### src/design/tpq_pkg.sv
// shared types, constants and codes of the timer priority queue
// no dependencies; every other file of the block imports this package
package tpq_pkg;

    localparam int CAPACITY  = 64;
    localparam int TIME_BITS = 48;
    localparam int ID_BITS   = 32;
    localparam int IDX_BITS  = $clog2(CAPACITY);
    localparam int CNT_BITS  = $clog2(CAPACITY + 1);
    localparam int FIELD_W   = 32;

    localparam logic [1:0] CMD_SCHEDULE = 2'd0;
    localparam logic [1:0] CMD_CANCEL   = 2'd1;
    localparam logic [1:0] CMD_TICK     = 2'd2;
    localparam logic [1:0] CMD_UNUSED   = 2'd3;

    localparam logic [1:0] KIND_SCHED      = 2'd0;
    localparam logic [1:0] KIND_CANCEL     = 2'd1;
    localparam logic [1:0] KIND_FIRED      = 2'd2;
    localparam logic [1:0] KIND_EMPTY_TICK = 2'd3;

    localparam logic [FIELD_W-1:0] EXPIRY_EMPTY = '1;
    localparam logic [FIELD_W-1:0] EXPIRY_SAT   = {1'b0, {(FIELD_W-1){1'b1}}};

    typedef struct packed {
        logic [TIME_BITS-1:0] expiry;
        logic [ID_BITS-1:0]   id;
        logic                 live;
    } entry_t;

    typedef enum logic [1:0] {
        CELL_HOLD,
        CELL_SHIFT,
        CELL_LOAD
    } cell_op_t;

    typedef enum logic [1:0] {
        MODE_SCHED,
        MODE_CANCEL,
        MODE_TICK
    } mode_t;

    typedef enum logic [2:0] {
        ST_IDLE,
        ST_SCHED,
        ST_PASS,
        ST_DECIDE,
        ST_OUT
    } state_t;

endpackage

### src/design/tpq_cell.sv
// one storage cell of the timer store: holds one entry and takes its neighbor's
// entry or a loaded entry on command; depends on tpq_pkg
module tpq_cell
    import tpq_pkg::*;
(
    input  logic     clk,
    input  logic     rst_n,
    input  cell_op_t op,
    input  entry_t   shift_in,
    input  entry_t   load_in,
    output entry_t   q
);

    entry_t               q_next;
    logic                 live_reg;
    logic [TIME_BITS-1:0] expiry_reg;
    logic [ID_BITS-1:0]   id_reg;

    assign q = {expiry_reg, id_reg, live_reg};

    always_comb
    begin
        case (op)
            CELL_SHIFT: q_next = shift_in;
            CELL_LOAD:  q_next = load_in;
            default:    q_next = q;
        endcase
    end

    // only the live mark is control state, the rest is payload
    always_ff @(posedge clk or negedge rst_n)
    begin
        if (!rst_n)
        begin
            live_reg <= 1'b0;
        end
        else
        begin
            live_reg <= q_next.live;
        end
    end

    always_ff @(posedge clk)
    begin
        expiry_reg <= q_next.expiry;
        id_reg     <= q_next.id;
    end

endmodule

### config.mk
export PLATFORM = sky130hd
export DESIGN_NAME = tpq_cell
export DESIGN_NICKNAME = d
export VERILOG_FILES = /design/src/design/tpq_pkg.sv /design/src/design/tpq_cell.sv
export SDC_FILE = /design/constraint.sdc
export NUM_CORES = 1
export LEC_CHECK = 0
export BUFFER_PORTS_ARGS = -buffer_cell sky130_fd_sc_hd__buf_2
export CORE_AREA = 2 2 95 97
export DETAILED_ROUTE_END_ITERATION = 12
export DIE_AREA = 0 0 97 99
export GPL_TIMING_DRIVEN = 0
export PLACE_DENSITY = 0.77
export SLEW_MARGIN = 20
export SYNTH_ARGS = -nofsm -noshare
export SYNTH_HDL_FRONTEND = slang
export SYNTH_SLANG_ARGS = --single-unit
### constraint.sdc
create_clock -name clk -period 0.9 [get_ports clk]
set_input_delay 0.09 -clock clk [delete_from_list [all_inputs] [get_ports clk]]
set_output_delay 0.09 -clock clk [all_outputs]
set_load 0.01 [all_outputs]
-- Word level (Yosys, flattened, before mapping)
Cells that the tools add are included.
- input bits: 166
- flip-flop bits (word level): 81
- output and inout port bits: 81
- mux-type cells: 1
- reduce and logical (&&, ||, !) cells: 1
- eq/ne operators: 2
- operators with widths (operator ; number):
    $pmux 81 s2 ; 1
    $eq 2x1->1 const B ; 1
    $eq 2x2->1 const B ; 1
    $reduce_bool 2->1 ; 1

-- Logic depth before layout (Yosys ltp)
- word-level depth: 2
- gate-level depth with buffers: 6
- mapped depth without buffers: 4

-- Least setup slack after synthesis
OpenSTA, ideal clock, no wires.
- path type: input to register
- start point: input op[0]
- end point: register expiry_reg[0] (enable)
- arrival time: 1989 ps
- setup slack: -1523 ps
- setup time: 434 ps
- path buffers: 0
- cell stages on the path: 3
- required time: 466 ps
- path through: inv_1 ha_1 inv_1
- cells in the longest elaborated chain, start to end: 2
- elaborated cells between the ends (all ways): 3
- those cells by class: 2 x eq/ne; 1 x reduce/logical
- RTL lines (item ; line ; source):
    start, declared ; tpq_cell.sv:8 ; input cell_op_t op,
    $eq 2x2->1 or $eq 2x1->1 (tied branches) ; tpq_cell.sv:23 ; case (op)
    $reduce_bool 2->1 (no source line) * ; -- ;
    end signal, assigned ; tpq_cell.sv:45 ; expiry_reg <= q_next.expiry;
    end, declared ; tpq_cell.sv:16 ; logic [TIME_BITS-1:0] expiry_reg;
Mark *: on every way between the ends. The rest lies on a longest branch, timed or not.
A chain may end at the register's enable or synchronous reset.

-- Worst setup path after layout
- start point: register expiry_reg[11]
- end point: output q[44] in the netlist's numbering
- RTL lines (item ; line ; source):
    end, declared ; tpq_cell.sv:11 ; output entry_t q
No word-level cell between the ends.

==> results_dict.tcl <==
set metrics [dict create \
    path_clk_slew_ns 0.08 \
    grtUsageTotal_pct 18.9 \
    fp.dieW_um 97 \
    wl_per_cell_um 16.5 \
    largest_reg_flops 48 \
    final_common_cell "buf_2" \
    synth_nets 344 \
    initial_utilization_pct 40.7 \
    crit_arrival_ns 0.94 \
    rsz0062_at_grt "yes" \
    maxSlewViolCount 0 \
    vias 2603 \
    ios 247 \
    slowest_delay_ns 0.44 \
    final.setup.tns_ns -2.96 \
    hold_viol 0 \
    outcome "finished with violations" \
    layout_min_cycle_time_ns 1.03 \
    fin_worst_skew_ns 0 \
    cp_num_buf_inv 1 \
    core_area_mm2 0.00855 \
    drtIter0Drc 55 \
    drc 0 \
    cts_root_buf "clkbuf_8" \
    met2_usage_pct 35.9 \
    yosysUniqueCellTypes 11 \
    cp_max_fo 1 \
    drive_above_1_share_pct 80.7 \
    drv_cap 0 \
    worst_r2r_path_depth 3 \
    ant_nets 0 \
    r2r_slack_ns 0.09 \
    clkLatencyLatePin_ns 0.32 \
    syn2layout_area_growth_pct 62.5 \
    htree_levels 3 \
    diodes 0 \
    setup_violations 116 \
    row_count 34 \
    synth_area_mm2 0.00348 \
    synthCells 177 \
    grt.busiest_layer "met2" \
    fill_cells 648 \
    cts_tree "yes" \
    relSlewSlack_pct 86.5 \
    r2r_end "live_reg" \
    gr-total-overflow 0 \
    finalNetCount 614 \
    dr.pass1.iters 6 \
    detail_route.wirelength_um 9230 \
    powerDensity_mw_per_mm2 1640 \
    path_delay_family "flip-flops" \
    synth_warnings 0 \
    met1_usage_pct 19.6 \
    hpwl_um 6930 \
    ys_seq_area_share_pct 69.7 \
    place.gp.congestion 0.780 \
    syn_avg_cell_area_um2 19.7 \
    final.period_utilization_pct 114 \
    cts_buffers 9 \
    grt_pass1_wl_um 13900 \
    antenna_found_initial 1 \
    cts_sinks 81 \
    startpoint "expiry_reg[11]" \
    r2r_start "live_reg" \
    cp_slowest_cell "edfxtp_1" \
    ys_ff_latch 81 \
    stdcell_count 558 \
    violations "setup timing" \
    clockBufferDepth 2 \
    fmax_ghz 0.975 \
    use_met3_pct 6.03 \
    worst_hold_path_type "in2reg" \
    crit_chain "buf_2" \
    endpoint "q[44]" \
    fin_ws_ns -0.126 \
    io_buffer_count 246 \
    dieArea_mm2 0.00960 \
    final_cell_mix "buf_2 (242), mux2_4 (80), edfxtp_1 (80)" \
    critPathRequiredTime_ns 0.81 \
    critical_path_class "reg2out" \
    dpl.cell_count 533 \
    grt_pass1_vias 2845 \
    viasPerCell 4.66 \
    worst-path-stages 1 \
    place_area_mm2 0.00529 \
    fin_area_mm2 0.00566 \
    cp-start-kind "flop" \
    p_leak_nw 2.67 \
    die-height_um 99 \
    fin_util_pct 66.2 \
    peakVddDrop_v 0.00102 \
    grt_max_degree 38 \
    tightest_slew_ns 0.202 \
    worst_setup_path_end_kind "output pin" \
]
[cells by family (layout without fill, tap and decap cells)]
kind of cell,Yosys count,after routing,synth area share [%]
buf+inv,12,285,3.49
simple gates,1,1,0.108
fa+ha+maj,1,1,0.359
mux,81,81,26.2
flops,81,81,69.7
compound gates,1,1,0.144
[worst register-to-register path, cell delays in order, from the launching register on]
cell     delay [ns]
dfrtp_1        0.40
buf_4          0.14
nand2_1        0.07
o21ai_0        0.08
[cells in the mapped netlist]
master | n | area share, %
inv_1 | 2 | 0.22
dfrtp_1 | 1 | 0.72
mux2_2 | 80 | 26
ha_1 | 1 | 0.36
buf_4 | 1 | 0.22
buf_6 | 7 | 2.3
mux2i_1 | 1 | 0.29
clkbuf_8 | 2 | 0.79
o21ai_0 | 1 | 0.14
edfxtp_1 | 80 | 69
nand2_1 | 1 | 0.11
[worst min-delay path by stage]
stage,start,end,slack [ns],cells after the start
3_5_place_dp,rst_n,live_reg,-0.13,1
2_1_floorplan,rst_n,live_reg,-0.21,0
4_1_cts,rst_n,live_reg,0.03,2
3_3_place_gp,rst_n,live_reg,-0.14,1
6_report,shift_in[74],expiry_reg[41],0.06,2
5_1_grt,load_in[78],expiry_reg[45],0.03,2
[metrics by stage]
| step | hold WS, ns | setup slack [ns] | power, mW |
|---|---|---|---|
| final | 0.0554 | -0.126 | 9.30 |
| after global routing | 0.0251 | -0.151 | 9.77 |
| after CTS | 0.0299 | -0.140 | 9.38 |
| after detailed placement | -0.132 | -0.568 | 7.13 |
| after global placement | -0.135 | -1.63 | 7.04 |
| after floorplan | -0.206 | -1.01 | 6.09 |
[cell type report]
| type | instances | area [µm²] | share of cell area [%] |
|---|---|---|---|
| multi-input cells | 84 | 1240 | 22.0 |
| well taps | 108 | 135 | 2.39 |
| inverters | 2 | 23.8 | 0.420 |
| plain buffers | 8 | 170 | 3.01 |
| clock buffers | 10 | 128 | 2.26 |
| repair buffers | 261 | 1510 | 26.6 |
| flip-flops and latches | 81 | 2430 | 42.9 |
| clock inverters | 4 | 22.5 | 0.398 |
[report_power, final]
part | switching, mW | internal, mW | total [mW]
sequential | 0.130 | 4.79 | 4.92
combinational | 0.993 | 1.25 | 2.25
clock | 1.18 | 0.959 | 2.14
total | 2.30 | 7.00 | 9.30
[metal layers]
layer,wire (µm),vias up
met5,0,-
met4,82,0
met3,713,6
met2,5140,132
met1,3300,1233
li1,-,1232
[timing repair]
| item | 4_1_cts | 5_1_grt |
|---|---|---|
| cloned | 4 | 2 |
| buffers inserted | 4 | 3 |
| pin swaps | 1 | 1 |
| setup endpoints to repair | 220 | 123 |
| gates resized for setup | 9 | 6 |
| endpoints found under the hold margin | 1 | 0 |
| hold buffers | 1 | 0 |
(Power assumes the default switching activity.)
